===== config.mk =====
export PLATFORM = sky130hd
export DESIGN_NAME = msort_dp
export DESIGN_NICKNAME = d
export VERILOG_FILES = /design/src/rtl/core/msort_pkg.sv /design/src/rtl/core/msort_ram.sv /design/src/rtl/core/msort_dp.sv
export SDC_FILE = /design/constraint.sdc
export NUM_CORES = 2
export LEC_CHECK = 0
export ABC_AREA = 1
export BUFFER_PORTS_ARGS = -buffer_cell sky130_fd_sc_hd__buf_4
export CORE_ASPECT_RATIO = 1.4
export CORE_MARGIN = 2
export CORE_UTILIZATION = 35
export CTS_CLUSTER_SIZE = 24
export DETAILED_ROUTE_END_ITERATION = 6
export PLACE_DENSITY = 0.55
export SLEW_MARGIN = 5
export SYNTH_ARGS = -nofsm -noshare
export SYNTH_HDL_FRONTEND = slang
export SYNTH_SLANG_ARGS = --single-unit

===== constraint.sdc =====
create_clock -name clk -period 9.9 [get_ports clk]
set_input_delay 1.98 -clock clk [delete_from_list [all_inputs] [get_ports clk]]
set_output_delay 1.98 -clock clk [all_outputs]
set_load 0.01 [all_outputs]

===== src/rtl/core/msort_pkg.sv =====
// msort_pkg: shared constants, FSM state type and controller/datapath bundles
// for the merge sort engine. No dependencies.
`timescale 1ns / 1ps

package msort_pkg;

  localparam int BATCH_SIZE = 64;
  localparam int DATA_WIDTH = 16;
  localparam int ADDR_W     = $clog2(BATCH_SIZE);
  localparam int CNT_W      = $clog2(BATCH_SIZE + 1);
  localparam int SUM_W      = CNT_W + 1;

  typedef enum logic [3:0] {
    ST_LOAD,
    ST_SEG_INIT,
    ST_FETCH_A,
    ST_FETCH_B,
    ST_WAIT,
    ST_MERGE,
    ST_OUT_RD,
    ST_OUT_LD,
    ST_OUT_HOLD
  } state_t;

  // controller -> datapath
  typedef struct packed {
    logic load;        // input channel open
    logic sort_init;   // first pass, first segment
    logic seg_init;    // set up run bounds for current segment
    logic fetch_a;     // read head of left run
    logic fetch_b;     // read head of right run
    logic merge_step;  // write smaller head, fetch its successor
    logic seg_next;    // advance to next segment pair
    logic pass_next;   // double run width, swap buffers
    logic out_init;    // rewind output index
    logic out_read;    // read sorted word
    logic out_load;    // capture it into the output register
    logic out_next;    // advance output index
  } cmd_t;

  // datapath -> controller
  typedef struct packed {
    logic in_fire;
    logic count_last;
    logic a_avail;
    logic b_avail;
    logic lo_done;
    logic w_done;
    logic out_fire;
    logic out_last;
  } status_t;

endpackage


===== src/rtl/core/msort_ram.sv =====
// msort_ram: generic single-write, single-read RAM with registered read data.
// No dependencies.
`timescale 1ns / 1ps

module msort_ram #(
  parameter int WIDTH = 16,
  parameter int DEPTH = 64,
  parameter int ADDR_W = $clog2(DEPTH)
) (
  input  logic              clk,
  input  logic              we,
  input  logic [ADDR_W-1:0] waddr,
  input  logic [WIDTH-1:0]  wdata,
  input  logic [ADDR_W-1:0] raddr,
  output logic [WIDTH-1:0]  rdata
);

  logic [WIDTH-1:0] mem [DEPTH];

  always_ff @(posedge clk) begin
    if (we) begin
      mem[waddr] <= wdata;
    end
    rdata <= mem[raddr];
  end

endmodule


===== src/rtl/core/msort_dp.sv =====
// msort_dp: ping-pong buffers, run indexes, head registers and output register.
// Depends on msort_pkg and msort_ram.
`timescale 1ns / 1ps

module msort_dp (
  input  logic                                  clk,
  input  logic                                  rst,
  input  msort_pkg::cmd_t                       cmd,
  output msort_pkg::status_t                    status,
  input  logic                                  sample_valid,
  output logic                                  sample_ready,
  input  logic signed [msort_pkg::DATA_WIDTH-1:0] sample_value,
  output logic                                  sorted_valid,
  input  logic                                  sorted_ready,
  output logic signed [msort_pkg::DATA_WIDTH-1:0] sorted_value,
  output logic                                  is_final
);

  localparam int DW = msort_pkg::DATA_WIDTH;
  localparam int AW = msort_pkg::ADDR_W;
  localparam int CW = msort_pkg::CNT_W;
  localparam int SW = msort_pkg::SUM_W;

  logic [CW-1:0] count;
  logic [CW-1:0] w;
  logic [CW-1:0] lo;
  logic [CW-1:0] mid;
  logic [CW-1:0] hi;
  logic [CW-1:0] a_idx;
  logic [CW-1:0] b_idx;
  logic [CW-1:0] k;
  logic          sel;      // 0: store is source, 1: buffer is source
  logic          pend_a;
  logic          pend_b;
  logic          out_valid;
  logic signed [DW-1:0] head_a;
  logic signed [DW-1:0] head_b;

  logic          in_fire;
  logic          out_fire;
  logic          take_a;
  logic [SW-1:0] sum_mid;
  logic [SW-1:0] sum_hi;
  logic [SW-1:0] sum_lo_next;
  logic [SW-1:0] sum_w2;
  logic [CW-1:0] mid_next;
  logic [CW-1:0] hi_next;
  logic [CW-1:0] a_inc;
  logic [CW-1:0] b_inc;
  logic [CW-1:0] rd_idx;
  logic [DW-1:0] win_val;
  logic [DW-1:0] rdata0;
  logic [DW-1:0] rdata1;
  logic [DW-1:0] rdata;
  logic          we0;
  logic          we1;
  logic [AW-1:0] waddr0;
  logic [DW-1:0] wdata0;

  assign in_fire      = sample_valid && cmd.load;
  assign sample_ready = cmd.load;
  assign out_fire     = out_valid && sorted_ready;
  assign sorted_valid = out_valid;

  // run bounds, clamped to the batch
  assign sum_mid     = SW'(lo) + SW'(w);
  assign sum_hi      = sum_mid + SW'(w);
  assign sum_lo_next = sum_hi;
  assign sum_w2      = {w, 1'b0};
  assign mid_next    = (sum_mid > SW'(msort_pkg::BATCH_SIZE)) ?
                       CW'(msort_pkg::BATCH_SIZE) : sum_mid[CW-1:0];
  assign hi_next     = (sum_hi > SW'(msort_pkg::BATCH_SIZE)) ?
                       CW'(msort_pkg::BATCH_SIZE) : sum_hi[CW-1:0];

  assign status.in_fire    = in_fire;
  assign status.count_last = (count == CW'(msort_pkg::BATCH_SIZE - 1));
  assign status.a_avail    = (a_idx < mid);
  assign status.b_avail    = (b_idx < hi);
  assign status.lo_done    = (sum_lo_next >= SW'(msort_pkg::BATCH_SIZE));
  assign status.w_done     = (sum_w2 >= SW'(msort_pkg::BATCH_SIZE));
  assign status.out_fire   = out_fire;
  assign status.out_last   = (k == CW'(msort_pkg::BATCH_SIZE - 1));

  // ties go to the right run
  assign take_a  = status.a_avail && (!status.b_avail || (head_a < head_b));
  assign win_val = take_a ? head_a : head_b;
  assign a_inc   = a_idx + CW'(1);
  assign b_inc   = b_idx + CW'(1);

  always_comb begin
    rd_idx = k;
    if (cmd.fetch_a) begin
      rd_idx = a_idx;
    end else if (cmd.fetch_b) begin
      rd_idx = b_idx;
    end else if (cmd.merge_step) begin
      rd_idx = take_a ? a_inc : b_inc;
    end
  end

  assign we0    = in_fire || (cmd.merge_step && sel);
  assign we1    = cmd.merge_step && !sel;
  assign waddr0 = cmd.load ? count[AW-1:0] : k[AW-1:0];
  assign wdata0 = cmd.load ? sample_value : win_val;
  assign rdata  = sel ? rdata1 : rdata0;

  msort_ram #(.WIDTH(DW), .DEPTH(msort_pkg::BATCH_SIZE)) u_store (
    .clk   (clk),
    .we    (we0),
    .waddr (waddr0),
    .wdata (wdata0),
    .raddr (rd_idx[AW-1:0]),
    .rdata (rdata0)
  );

  msort_ram #(.WIDTH(DW), .DEPTH(msort_pkg::BATCH_SIZE)) u_buffer (
    .clk   (clk),
    .we    (we1),
    .waddr (k[AW-1:0]),
    .wdata (win_val),
    .raddr (rd_idx[AW-1:0]),
    .rdata (rdata1)
  );

  // control state
  always_ff @(posedge clk) begin
    if (rst) begin
      count     <= '0;
      pend_a    <= 1'b0;
      pend_b    <= 1'b0;
      out_valid <= 1'b0;
    end else begin
      if (in_fire) begin
        count <= status.count_last ? '0 : count + CW'(1);
      end
      pend_a <= cmd.fetch_a || (cmd.merge_step && take_a);
      pend_b <= cmd.fetch_b || (cmd.merge_step && !take_a);
      if (cmd.out_load) begin
        out_valid <= 1'b1;
      end else if (out_fire) begin
        out_valid <= 1'b0;
      end
    end
  end

  // indexes and data
  always_ff @(posedge clk) begin
    if (cmd.sort_init) begin
      lo  <= '0;
      w   <= CW'(1);
      sel <= 1'b0;
    end
    if (cmd.seg_init) begin
      mid   <= mid_next;
      hi    <= hi_next;
      a_idx <= lo;
      b_idx <= mid_next;
      k     <= lo;
    end
    if (cmd.merge_step) begin
      k <= k + CW'(1);
      if (take_a) begin
        a_idx <= a_inc;
      end else begin
        b_idx <= b_inc;
      end
    end
    if (cmd.seg_next) begin
      lo <= sum_lo_next[CW-1:0];
    end
    if (cmd.pass_next) begin
      lo  <= '0;
      w   <= sum_w2[CW-1:0];
      sel <= !sel;
    end
    if (cmd.out_init) begin
      k <= '0;
    end
    if (cmd.out_next) begin
      k <= k + CW'(1);
    end
    if (pend_a) begin
      head_a <= rdata;
    end
    if (pend_b) begin
      head_b <= rdata;
    end
    if (cmd.out_load) begin
      sorted_value <= rdata;
      is_final     <= status.out_last;
    end
  end

endmodule


==> metrics.cfg <==
[critical_path]
r2r_slack_ps=3690
cp_max_fo=114
critPathRequiredTime_ps=10640
end_kind=flip-flop
path_common_cell=nand2_1
cpPeakStageDelay_ps=640
startpoint_type=flip-flop
cp.arrival_ps=6950
cp_slowest_cell=inv_8
path_cells=ha_1 > a21oi_1 > nand2_1 > a21oi_1 > nand2_1 > buf_4 > inv_4 > nand2_1 > nand3_1 > nand2_1 > nand2_1 > o21ai_4 > buf_12 > inv_8 > buf_12 > nand3_1 > nand3_1 > nand3_1 > nand3_1 > nand2_1
critPathKind=flip-flop to flip-flop
path_buf_inv=5
cp_top_family=buffers and inverters

[power_and_ir_drop]
power_density_nw_per_um2=301
p_leak_nw=41.4
power_mw=32.2
ir_drop_v=0.000401

[finish]
design_area_um2=107000
fin_nets=8880
drive_gt1_share_pct=7.01
syn2layout_area_growth_pct=11.7

[sta]
min_period_over_period_pct=62.7
hold_viol=0
slew_viol_final=0
tns_ps=0
worstMarginPinSlew_ps=1300
fmaxAchievable_ghz=0.161
skew_ps=64.4
rsz0062_at_grt=no
setup_violations=0
final.min_clock_period_ps=6210
relSlewSlack_pct=13.0

[cts]
cts_hold_buf=0
cts.sinks=2189
root_buffer=clkbuf_16
cts_buffer_depth=4
cts_tree=built
clock_latency_ps=900
path_clk_slew_ps=70
htree_levels=4
ctsResizeCount=0
cts_setup_buffers=0
cts-buffers-inserted=214

[logic_synthesis]
syn-num-nets=8957
async_flop_share_pct=0
syn-cell-area_um2=95800
synth_edf_count=2125
ys.flop_type=edfxtp_1
netlist_instances=8878
synth_cell_types=41
synth_top_cell_by_area=edfxtp_1
synth_warnings=0
ys_ff_latch=2189
synth.top_cells.by_area=edfxtp_1 67%, nand3_1 12%, nand2_1 8.6%
syn_area_per_cell_um2=10.8
synth_top_area_share_pct=66.6
seq_area_frac_synth_pct=68.0

[grt]
overflow=0
grt_pass1_vias=62610
grt_max_degree=173
grt_usage_pct=20.5
antenna_found_initial=7
grt_pass1_wl_mm=424

[detailed_routing]
vias=65637
drc=0
viasPerCell=5.24
antenna_left=0
wl_per_cell_um=23.4
firstDrtPassIters=7
drtIter0Drc=6890
drt-total-wl_mm=293

[flow_run]
maxCapViolations=0

[placement]
placed_area_um2=100000
numPortBuffers=57
gp_congestion=0.869
dp_hpwl_mm=165

[die]
num_rows=227
dieArea_um2=278000
dieWidth_um=446
die_h_um=623
io-pin-count=59
core-area_um2=273000
start_util_pct=35.1

[status]
status=finished clean

[hold_path]
hold_path.class=flip-flop to flip-flop

-- path summary, 6_finish.rpt --
path | start | end | cells after the start
max reg2reg | a_idx[2] | u_buffer.rdata[7] | 20
max | a_idx[2] | u_buffer.rdata[7] | 20
min | count[6] | count[6] | 2
min reg2reg | count[6] | count[6] | 2
-- where the power goes --
part | internal [mW] | switching (mW)
logic | 2.20 | 8.82
registers | 12.9 | 0.206
clock network | 4.53 | 3.50
-- cell usage after synthesis, types with 2 or more instances --
library cell and instances:
xor2_1 14, o32ai_1 2, o21bai_1 4, inv_1 898
nand2_2 2, nor3_1 14, edfxtp_1 2125, buf_4 9
clkbuf_1 175, nand4_1 4, o21ai_1 4, o21ai_0 58
nand2_1 2189, nand3_1 2212, nor2_1 185, nor3b_1 2
buf_2 386, o22ai_1 7, or2_2 2, fa_1 2
dfxtp_1 64, inv_2 3, o211ai_1 3, nand3_2 3
ha_1 45, nand3b_1 386, o21ai_2 2, buf_1 10
a21oi_1 52, xnor2_1 5
-- per-layer routing --
layer	part of all wire (%)	wire length [µm]	GRT usage (%)	vias to the layer above
met5	0	0	0	-
met4	6.3	18300	11.4	0
met3	6.6	19300	2.60	571
met2	49	143000	34.7	2572
met1	38	112000	25.3	32250
li1	-	-	-	30244
-- layout make-up --
cell class / count / area (µm²)
diodes: 3 / 7.51
clock buffers: 268 / 5630
clock inverters: 112 / 1050
fillers: 26035 / 166000
inverters: 903 / 3400
multi-input cells: 5206 / 24900
flip-flops and latches: 2189 / 65100
well taps: 3549 / 4440
repair buffers: 287 / 2390
-- layout by cell type (no fill, tap or decap), types with 52 or more instances in the layout --
cell	n
nand3_1	2212
nand2_1	2172
edfxtp_1	2125
inv_1	897
nand3b_1	386
buf_4	268
clkbuf_16	216
nor2_1	176
dfxtp_1	64
a21oi_1	52
-- worst reg2reg max path, cell delays in order, from the launching register on --
cell and delay (ps):
dfxtp_1 490, ha_1 310, a21oi_1 140, nand2_1 110, a21oi_1 590, nand2_1 150
buf_4 250, inv_4 570, nand2_1 170, nand3_1 110, nand2_1 50, nand2_1 100
o21ai_4 70, buf_12 330, inv_8 680, buf_12 650, nand3_1 300, nand3_1 180
nand3_1 330, nand3_1 350, nand2_1 160
-- sequential cells by signal, summed over array words and instances (netlist names), 16 cells and up --
signal	cells
u_buffer.rdata	16
head_a	16
u_store.rdata	16
head_b	16
u_store.mem	1024
sorted_value	16
u_buffer.mem	1024
-- cell families after synthesis --
group / synth area share (%)
buffers and inverters: 6.35
AOI/OAI and AO/OA: 0.792
xor gates and xnor gates: 0.174
DFF: 68.0
and+or+nand+nor: 24.1
adders and majority gates: 0.630
-- stage by stage --
step	hold WS, ps	instances	util (%)	worst slack (ps)
2_1_floorplan	443	8878	-	4210
5_1_grt	524	12515	39.2	3310
4_1_cts	467	12514	39.2	3680
3_5_place_dp	455	12134	36.8	3540
3_3_place_gp	460	12134	36.8	3540
6_report	471	12517	39.2	3690
Note: power is estimated with default switching activity, not from simulation.
