**src/rtl/core/msort_pkg.sv**
```systemverilog
// msort_pkg: shared constants, FSM state type and controller/datapath bundles
// for the merge sort engine. No dependencies.
`timescale 1ns / 1ps

package msort_pkg;

  localparam int BATCH_SIZE = 64;
  localparam int DATA_WIDTH = 16;
  localparam int ADDR_W     = $clog2(BATCH_SIZE);
  localparam int CNT_W      = $clog2(BATCH_SIZE + 1);
  localparam int SUM_W      = CNT_W + 1;

  typedef enum logic [3:0] {
    ST_LOAD,
    ST_SEG_INIT,
    ST_FETCH_A,
    ST_FETCH_B,
    ST_WAIT,
    ST_MERGE,
    ST_OUT_RD,
    ST_OUT_LD,
    ST_OUT_HOLD
  } state_t;

  // controller -> datapath
  typedef struct packed {
    logic load;        // input channel open
    logic sort_init;   // first pass, first segment
    logic seg_init;    // set up run bounds for current segment
    logic fetch_a;     // read head of left run
    logic fetch_b;     // read head of right run
    logic merge_step;  // write smaller head, fetch its successor
    logic seg_next;    // advance to next segment pair
    logic pass_next;   // double run width, swap buffers
    logic out_init;    // rewind output index
    logic out_read;    // read sorted word
    logic out_load;    // capture it into the output register
    logic out_next;    // advance output index
  } cmd_t;

  // datapath -> controller
  typedef struct packed {
    logic in_fire;
    logic count_last;
    logic a_avail;
    logic b_avail;
    logic lo_done;
    logic w_done;
    logic out_fire;
    logic out_last;
  } status_t;

endpackage

```
**src/rtl/core/msort_ctrl.sv**
```systemverilog
// msort_ctrl: sequencer for load, bottom-up merge passes and readout.
// Depends on msort_pkg.
`timescale 1ns / 1ps

module msort_ctrl (
  input  logic               clk,
  input  logic               rst,
  input  msort_pkg::status_t status,
  output msort_pkg::cmd_t    cmd
);

  msort_pkg::state_t state, state_next;

  always_ff @(posedge clk) begin
    if (rst) begin
      state <= msort_pkg::ST_LOAD;
    end else begin
      state <= state_next;
    end
  end

  always_comb begin
    state_next = state;
    case (state)
      msort_pkg::ST_LOAD: begin
        if (status.in_fire && status.count_last) state_next = msort_pkg::ST_SEG_INIT;
      end
      msort_pkg::ST_SEG_INIT: state_next = msort_pkg::ST_FETCH_A;
      msort_pkg::ST_FETCH_A:  state_next = msort_pkg::ST_FETCH_B;
      msort_pkg::ST_FETCH_B:  state_next = msort_pkg::ST_WAIT;
      msort_pkg::ST_WAIT:     state_next = msort_pkg::ST_MERGE;
      msort_pkg::ST_MERGE: begin
        if (status.a_avail || status.b_avail) begin
          state_next = msort_pkg::ST_WAIT;
        end else if (status.lo_done && status.w_done) begin
          state_next = msort_pkg::ST_OUT_RD;
        end else begin
          state_next = msort_pkg::ST_SEG_INIT;
        end
      end
      msort_pkg::ST_OUT_RD: state_next = msort_pkg::ST_OUT_LD;
      msort_pkg::ST_OUT_LD: state_next = msort_pkg::ST_OUT_HOLD;
      msort_pkg::ST_OUT_HOLD: begin
        if (status.out_fire) begin
          state_next = status.out_last ? msort_pkg::ST_LOAD : msort_pkg::ST_OUT_RD;
        end
      end
      default: state_next = msort_pkg::ST_LOAD;
    endcase
  end

  always_comb begin
    cmd = '0;
    case (state)
      msort_pkg::ST_LOAD: begin
        cmd.load      = 1'b1;
        cmd.sort_init = status.in_fire && status.count_last;
      end
      msort_pkg::ST_SEG_INIT: cmd.seg_init = 1'b1;
      msort_pkg::ST_FETCH_A:  cmd.fetch_a  = 1'b1;
      msort_pkg::ST_FETCH_B:  cmd.fetch_b  = 1'b1;
      msort_pkg::ST_WAIT:     ;
      msort_pkg::ST_MERGE: begin
        if (status.a_avail || status.b_avail) begin
          cmd.merge_step = 1'b1;
        end else if (!status.lo_done) begin
          cmd.seg_next = 1'b1;
        end else begin
          cmd.pass_next = 1'b1;
          cmd.out_init  = status.w_done;
        end
      end
      msort_pkg::ST_OUT_RD: cmd.out_read = 1'b1;
      msort_pkg::ST_OUT_LD: cmd.out_load = 1'b1;
      msort_pkg::ST_OUT_HOLD: cmd.out_next = status.out_fire && !status.out_last;
      default: ;
    endcase
  end

endmodule

```
**config.mk**
```make
export PLATFORM = sky130hd
export DESIGN_NAME = msort_ctrl
export DESIGN_NICKNAME = d
export VERILOG_FILES = /design/src/rtl/core/msort_pkg.sv /design/src/rtl/core/msort_ctrl.sv
export SDC_FILE = /design/constraint.sdc
export NUM_CORES = 1
export LEC_CHECK = 0
export BUFFER_PORTS_ARGS = -buffer_cell sky130_fd_sc_hd__buf_2
export CAP_MARGIN = 10
export CORE_AREA = 2 2 39 41
export DETAILED_ROUTE_END_ITERATION = 7
export DIE_AREA = 0 0 41 43
export SYNTH_ARGS = -nofsm -noshare
export SYNTH_HDL_FRONTEND = slang
export SYNTH_SLANG_ARGS = --single-unit
export TNS_END_PERCENT = 1
```
**constraint.sdc**
```tcl
create_clock -name clk -period 1.75 [get_ports clk]
set_clock_uncertainty 0.15 [all_clocks]
set_input_delay 0.4375 -clock clk [delete_from_list [all_inputs] [get_ports clk]]
set_output_delay 0.4375 -clock clk [all_outputs]
set_load 0.005 [all_outputs]
```
==> results of run 1 <==
==> critical path, delay by kind of cell, from the launching register on <==
kind / cells / cell delay (ns)
AND/OR/NAND/NOR: 3 / 0.85
buffers and inverters: 1 / 0.11
flip-flops: 1 / 0.32
==> cells in the final DEF, fill, tap and decap left out, types with 2 or more instances in the layout <==
master,n
buf_2,21
buf_4,13
nor2_1,7
nor2_2,4
dfxtp_2,4
a31oi_1,3
clkbuf_4,3
nand2b_4,2
inv_1,2
or2_4,2
nand2_1,2
and3_1,2
o22a_1,2
==> how the worst max path moves through the flow <==
stage	end	slack (ns)	cells past startpoint
final	cmd[0]	-0.33	4
after floorplan	cmd[0]	-0.08	4
after CTS	cmd[0]	-0.35	4
after detailed placement	cmd[0]	-0.15	4
after global routing	cmd[0]	-0.41	4
after global placement	cmd[0]	-0.13	4
==> report_power, final <==
| group | internal [µW] | switching (µW) |
|---|---|---|
| Clock | 76.4 | 33.3 |
| Sequential | 96.2 | 3.01 |
| Combinational | 52.9 | 40.4 |
==> through the flow <==
stage          total power, µW  setup slack (ns)  cells  setup TNS [ns]  cell area [µm²]
2_1_floorplan            135.2          -0.07812     49         -0.1583            362.8
3_3_place_gp             178.8           -0.1286     97         -0.3447            578.1
3_5_place_dp             179.7           -0.1474     97         -0.3514            578.1
4_1_cts                  306.2           -0.3546    100          -1.372            646.9
5_1_grt                  324.3           -0.4074    100          -2.128            668.1
6_report                 302.3           -0.3340    100          -1.262            668.1
==> cells in the mapped netlist (all sizes together), types with 2 or more instances <==
library cell  instances
o22a                  2
nor3b                 2
buf                   2
a31oi                 3
or4b                  2
inv                   2
dfxtp                 4
nand2b                2
nor2                 11
or2                   3
nor4                  2
nand2                 2
and3                  2
==> routing by layer <==
metal,global-route usage (%),vias up
met3,5.759,0
met4,11.33,0
met5,0,-
li1,-,252
met2,24.38,15
met1,16.72,225
==> cell families (layout without fill, tap and decap cells) <==
group | Yosys count | count (layout) | share of synthesized area, %
flip-flops | 4 | 4 | 23.36
AO/OA/AOI/OAI | 9 | 9 | 18.98
buffers and inverters | 5 | 40 | 6.204
AND/OR/NAND/NOR | 31 | 31 | 51.46
==> timing repair <==
item,4_1_cts,5_1_grt
setup endpoints to repair,13,13
buffers inserted,0,0
hold buffers,0,0
gates resized for setup,11,6
pin swaps,5,2
==> area by class of cell <==
| class | count | share of cell area [%] |
|---|---|---|
| inverter | 2 | 1.124 |
| multi-input combinational | 40 | 47.75 |
| sequential | 4 | 12.73 |
| clock buffer | 3 | 3.371 |
| timing repair buffer | 35 | 32.02 |
| tap | 16 | 2.996 |
==> flow_summary.ini, run 1 <==
[layout]
multi_input_area_um2 = 319.1
largest_registers = state (4)
largest_reg_flops = 4
area.growth.synth_to_final_pct = 94.89
fillCellCount = 137
regMostFlops = state
drive_gt1_share_pct = 67.86
diodes = 0
regArea_um2 = 85.08
nNetsFinal = 96
post-route-util_pct = 48.28

[timing]
period_share_pct = 119.1
hold_violations = 0
relSlewSlack_pct = 84.98
fin_ws_ns = -0.3340
fin_crit_ns = 2.084
worst_pin_slew_ns = 0.2245
maxSlewViolCount = 0
timing.hold.ws_ns = 0.2355
fmax_mhz = 479.8
setup_viol = 10
rsz0062_at_grt = true

[detailed_routing]
postRouteAntennaNets = 0
vias_per_cell = 4.920
routed_wl_um = 1134
dr.pass1.iters = 2
wl_met3_um = 75
drtIter0Drc = 2
highest_layer = met3
num_vias = 492
drc = 0
wl_met1_um = 453
route.met2.wl_um = 605
wl_per_cell_um = 11.34

[worst_setup_path]
cpPeakStageDelay_ns = 0.53
critPathSlowestCell = or4b_4
cp_data_arrival_time_ns = 1.50
crit_required_ns = 1.16
crit_start = state[1]
start_kind = register
critPathKind = register to output pin
cp_cell_sequence = or4b_4 -> or2_4 -> nor2_2 -> buf_2
r2r-end = state[2]
reg2reg_from = state[2]
end_kind = output pin
reg2regPathDepth = 4
ff2ff_setup_slack_ns = -0.03
crit_path_max_fanout = 3

[clocking]
clk_latency_ns = 0.23
numCtsBuffers = 3
clk_pin_slew_worst_paths_ns = 0.04
h-tree-depth = 1
cts_tree = yes
clockRootBuffer = clkbuf_4
clock_path_buffers = 2
cts_sinks = 4

[logic_synthesis]
synth_edf_count = 0
synthTopCellsByArea = dfxtp_1 (23%), nor2_1 (12%), or4b_1 (5.8%), a31oi_1 (5.5%), or2_2 (5.5%)
seq_area_frac_synth_pct = 23.36
synth_cell_types = 23
ys_ff_latch = 4
async_flop_share_pct = 0
synth_top_cell_area_share_pct = 23.36
netlist_area_um2 = 342.8
yosysWarnings = 0
yosys.area.top_type = dfxtp_1
synthCells = 49
synth_ff_type = dfxtp_1
syn_nets = 59
syn_area_per_cell_um2 = 6.997

[die]
start_util_pct = 24.77
rows = 14
ios = 22
die_h_um = 43
die_area_um2 = 1763
die_x_um = 41
core_area_um2 = 1384

[global_routing]
grt_pass1_vias = 478
grtUsageTotal_pct = 15.86
grt_start_max_net_pins = 8
grt_overflow_total = 0
grt_pass1_wl_um = 1849
antenna_found_initial = 0

[worst_hold_path]
worstHoldPathType = input port to register
holdPathEnd = state[3]
holdCritStartpoint = rst
hold_depth = 2

[place]
place_congestion = 0.8002
numPortBuffers = 21
dp_hpwl_um = 929.1

[outcome]
violations = setup timing
outcome = complete, but fails checks

[flow_run]
drv_cap = 0

[pwr]
powerDensity_nw_per_um2 = 452.4
leakagePower_uw = 0.0003310
irDropWorstVdd_mv = 0.3015
(Power assumes the default switching activity.)
==> run 2: changes to the inputs <==
Clock period 1.75 ns to 2.2 ns, I/O delays scaled along.
==> run 2 against run 1 <==
- the run still ends with setup timing left
- power is 26% lower
- cell count is 9.0% lower
- largest power group unchanged
- utilization is 9.3 points lower
- critical path depth stayed put
- sequential share of layout area is 3.3 points higher
- combinational power is 43% lower
- register-to-register slack better by 0.46 ns
- worst hold slack better by 0.10 ns
- global-route usage is 4.2 points lower
- largest cell class unchanged
- via count is 8.7% lower
==> flow_summary.ini, run 2 (same netlist as run 1, synthesis figures left out) <==
[worst_setup_path]
end_kind = output pin
crit_required_ns = 1.50
critPathKind = register to output pin
reg2regPathDepth = 4
ff2ff_setup_slack_ns = 0.43
reg2reg_from = state[0]
r2r-end = state[1]
crit_path_max_fanout = 8
cp_data_arrival_time_ns = 1.52
start_kind = register

[place]
place_congestion = 0.8069
place_area_um2 = 491.7
numPortBuffers = 21
dp_hpwl_um = 742.5
pre_cts_slack_ns = 0.08973

[outcome]
outcome = complete, but fails checks
violations = setup timing

[detailed_routing]
routed_wl_um = 924
num_vias = 449
wl_per_cell_um = 10.15
drc = 0
dr.pass1.iters = 4
drtIter0Drc = 12
postRouteAntennaNets = 0
vias_per_cell = 4.934

[layout]
drive_gt1_share_pct = 52.00
final_area_um2 = 539.3
largest_reg_flops = 4
diodes = 0
regArea_um2 = 86.33
post-route-util_pct = 38.97
layout_commonest_cell = buf_2
largest_registers = state (4)
fillCellCount = 152
nNetsFinal = 87
final_cell_mix = buf_2 (21), nor2_1 (11), buf_4 (5)
area.growth.synth_to_final_pct = 57.30
regMostFlops = state
multi_input_area_um2 = 260.3

[clocking]
cts_tree = yes
clk_latency_ns = 0.24
clock_path_buffers = 2
clockRootBuffer = clkbuf_4
post_cts_buffers = 0
cts_sinks = 4
clk_pin_slew_worst_paths_ns = 0.04
numCtsBuffers = 3
h-tree-depth = 1
hold_buffers = 0

[global_routing]
grt_pass1_wl_um = 1393
grt_pass1_vias = 365
antenna_found_initial = 0
met3_usage_pct = 6.806
grt_overflow_total = 0
gr-usage-met2_pct = 17.50
top_usage_layer = met2
grtUsageTotal_pct = 11.65
use_met1_pct = 14.15
grt_start_max_net_pins = 11

[die]
die_h_um = 43
die_area_um2 = 1763
die_x_um = 41
core_area_um2 = 1384
ios = 22
rows = 14
start_util_pct = 24.77

[worst_hold_path]
holdPathEnd = state[3]
holdCritStartpoint = rst
worstHoldPathType = input port to register
hold_depth = 2

[timing]
rsz0062_at_grt = true
fin_crit_ns = 2.219
relSlewSlack_pct = 76.69
fin_ws_ns = -0.01917
setup_viol = 1
hold_violations = 0
fin_tns_setup_ns = -0.01917
period_share_pct = 100.9
worst_pin_slew_ns = 0.3446
maxSlewViolCount = 0
fmax_mhz = 450.6

[pwr]
irDropWorstVdd_mv = 0.2915
powerDensity_nw_per_um2 = 414.1
leakagePower_uw = 0.0002694

[flow_run]
drv_cap = 0
## run 2: changes by cell type in the layout (fill, tap and decap cells not counted), sizes merged
cell  change
buf       -9
## run 2: final cells by class
| cell class | instances | share of cell area [%] |
|---|---|---|
| Tap cell | 16 | 3.712 |
| Clock buffer | 3 | 4.176 |
| Timing Repair Buffer | 26 | 26.45 |
| Inverter | 2 | 1.392 |
| Multi-Input combinational cell | 40 | 48.26 |
| Sequential cell | 4 | 16.01 |
## run 2: worst max-delay path, cell delays in order (launching register included)
cell,delay [ns]
dfxtp_2,0.34
or4b_4,0.52
or2_4,0.24
nor2_1,0.07
buf_2,0.11
## run 2: through the flow
| step | std cells | hold WS [ns] | total power [µW] |
|---|---|---|---|
| floorplan | 49 | 0.4683 | 107.2 |
| global placement | 88 | 0.4498 | 132.8 |
| detailed placement | 88 | 0.4675 | 133.0 |
| CTS | 91 | 0.3303 | 228.0 |
| global route | 91 | 0.3384 | 240.9 |
| finish | 91 | 0.3364 | 223.3 |
## run 2: worst max path at each step
| stage | startpoint | endpoint |
|---|---|---|
| 3_3_place_gp | state[2] | cmd[0] |
| 6_report | state[0] | cmd[0] |
| 4_1_cts | state[0] | cmd[0] |
| 5_1_grt | state[0] | cmd[0] |
| 2_1_floorplan | state[3] | cmd[5] |
| 3_5_place_dp | state[2] | cmd[0] |
## run 2: layer usage
| layer | wire (µm) | up-vias |
|---|---|---|
| li1 | - | 233 |
| met1 | 398 | 201 |
| met2 | 452 | 15 |
| met3 | 73 | 0 |
| met4 | 0 | 0 |
| met5 | 0 | - |
## run 2: repair_timing
item / 4_1_cts / 5_1_grt
gates resized for setup: 8 / 0
endpoints found under the hold margin: 0 / 0
pin swaps: 1 / 0
setup endpoints to repair: 4 / 4
## run 2: power by group
| part | total [µW] | leakage [µW] | internal [µW] | switching [µW] |
|---|---|---|---|---|
| registers | 79.1 | 0.0000341 | 75.2 | 3.88 |
| clock network | 91.1 | 0.0000138 | 61.0 | 30.1 |
| logic | 53.2 | 0.000221 | 29.0 | 24.2 |
==> run 3: changes to the inputs <==
Settings changed: CELL_PAD_IN_SITES_DETAIL_PLACEMENT set to 1, CELL_PAD_IN_SITES_GLOBAL_PLACEMENT set to 1, CORE_AREA 2 2 39 41 to unset, CORE_UTILIZATION set to 25, DIE_AREA 0 0 41 43 to unset, PLACE_DENSITY_LB_ADDON set to 0.1.
==> run 3 against run 2 <==
- the run still ends with setup timing left
- final area grew 8.6%
- die area shrank 14%
- power up 0.24%
- maximum frequency rose by 0.59%
- cell count is 3.3% higher
- global-route usage is 6.4 points higher
- highest routed layer unchanged
- clock-buffer cell count unchanged
- sequential power fell by 0.8%
- first-iteration DRC count fell by 17%
- critical path depth stayed put
- utilization rose by 10 points
==> flow_summary.ini, run 3 (same netlist as run 1, synthesis figures left out) <==
[place]
numPortBuffers = 21
place_congestion = 0.7309
placedCellCount = 87
dp_hpwl_um = 913.6
place_area_um2 = 496.7

[worst_setup_path]
crit_path_max_fanout = 6
reg2reg_from = state[2]
crit_start = state[0]
cp_cell_sequence = or4b_4 -> or2_4 -> nor2_2 -> buf_2
end_kind = output pin
start_kind = register
critPathBufInv = 1
r2r-end = state[2]
critical-path-top-delay-family = simple AND/OR/NAND/NOR gates
cp-endpoint = cmd[0]
critPathKind = register to output pin
cpPeakStageDelay_ns = 0.52
cp.depth = 4
crit_required_ns = 1.50
ff2ff_setup_slack_ns = 0.23
reg2regPathDepth = 5
critPathSlowestCell = or4b_4
cp_data_arrival_time_ns = 1.51

[detailed_routing]
routed_wl_um = 1229
dr.pass1.iters = 4
num_vias = 487
drtIter0Drc = 10
wl_per_cell_um = 13.07
vias_per_cell = 5.181
postRouteAntennaNets = 0
drc = 0

[global_routing]
grt_pass1_vias = 442
grt_pass1_wl_um = 1904
antenna_found_initial = 0
grt_start_max_net_pins = 11
grt_overflow_total = 0
grtUsageTotal_pct = 18.07

[timing]
setup_viol = 1
worst_pin_slew_ns = 0.3252
period_share_pct = 100.3
timing.hold.ws_ns = 0.3607
rsz0062_at_grt = true
maxSlewViolCount = 0
fin_crit_ns = 2.206
hold_violations = 0
relSlewSlack_pct = 78.24
fmax_mhz = 453.3
fin_ws_ns = -0.006119

[die]
ios = 22
die_x_um = 39.03
core_area_um2 = 1186
rows = 12
start_util_pct = 28.90
die_h_um = 39.03
die_area_um2 = 1523

[layout]
diodes = 0
fin_cells = 94
nNetsFinal = 92
drive_gt1_share_pct = 57.50
final_cell_mix = buf_2 (21), nor2_1 (10), buf_4 (10)
area.growth.synth_to_final_pct = 70.80
largest_registers = state (4)
layout_commonest_cell = buf_2
regArea_um2 = 88.84
final_area_um2 = 585.6
regMostFlops = state
largest_reg_flops = 4
multi_input_area_um2 = 269.0
fillCellCount = 162

[pwr]
powerDensity_nw_per_um2 = 382.3
leakagePower_uw = 0.0002979
irDropWorstVdd_mv = 0.3222
power.total_uw = 223.9

[clocking]
clk_latency_ns = 0.22
clockRootBuffer = clkbuf_4
cts_tree = yes
cts_sinks = 4
numCtsBuffers = 3
clock_path_buffers = 2
h-tree-depth = 1
clk_pin_slew_worst_paths_ns = 0.03

[worst_hold_path]
worstHoldPathType = input port to register

[outcome]
outcome = complete, but fails checks
violations = setup timing

[flow_run]
drv_cap = 0
[run 3: cell count changes in the layout (fill, tap and decap cells not counted)]
cell	previous run	this run
buf_4	5	10
dfxtp_2	2	1
dfxtp_4	1	2
nor2_1	11	10
nor2_2	0	1
nor4_1	1	0
nor4_2	1	2
[run 3: what timing repair did]
| action | in CTS | in global routing |
|---|---|---|
| gates resized for setup | 6 | 5 |
| hold endpoints to repair | 0 | 0 |
| buffers inserted | 3 | 1 |
| pin swaps | 2 | 1 |
| endpoints found under the setup margin | 2 | 4 |
| hold buffers | 0 | 0 |
[run 3: layer usage]
metal / GRT usage (%) / routed length, µm
met1: 23.29 / 583
met2: 30.00 / 583
met3: 3.468 / 63
met4: 5.172 / 0
met5: 0 / 0
[run 3: worst min-delay path by stage]
stage | start | to | slack, ns | cells after the start
floorplan | state[2] | state[1] | 0.47 | 3
global placement | state[0] | state[0] | 0.44 | 3
detailed placement | state[0] | state[0] | 0.46 | 3
CTS | rst | state[3] | 0.34 | 2
global route | rst | state[3] | 0.35 | 2
finish | rst | state[3] | 0.36 | 2
[run 3: layout make-up]
cell class              count  share of cell area [%]
well taps                  14                   2.991
flip-flops and latches      4                   15.17
clock buffers               3                   3.846
repair buffers             31                   30.77
inverters                   2                   1.282
multi-input cells          40                   45.94
[run 3: stage by stage]
stage	worst slack, ns	TNS [ns]	util [%]
2_1_floorplan	0.1477	0	-
4_1_cts	-0.03494	-0.05763	46.73
3_5_place_dp	0.09021	0	41.88
5_1_grt	-0.07246	-0.1648	49.37
3_3_place_gp	0.1400	0	41.88
6_report	-0.006119	-0.006119	49.37
[run 3: report_power, final]
group	internal, µW	switching [µW]	leakage (µW)	total [µW]
sequential	75.1	3.46	0.0000345	78.5
combinational	32.5	28.8	0.000250	61.3
clock	60.5	23.5	0.0000138	84.1
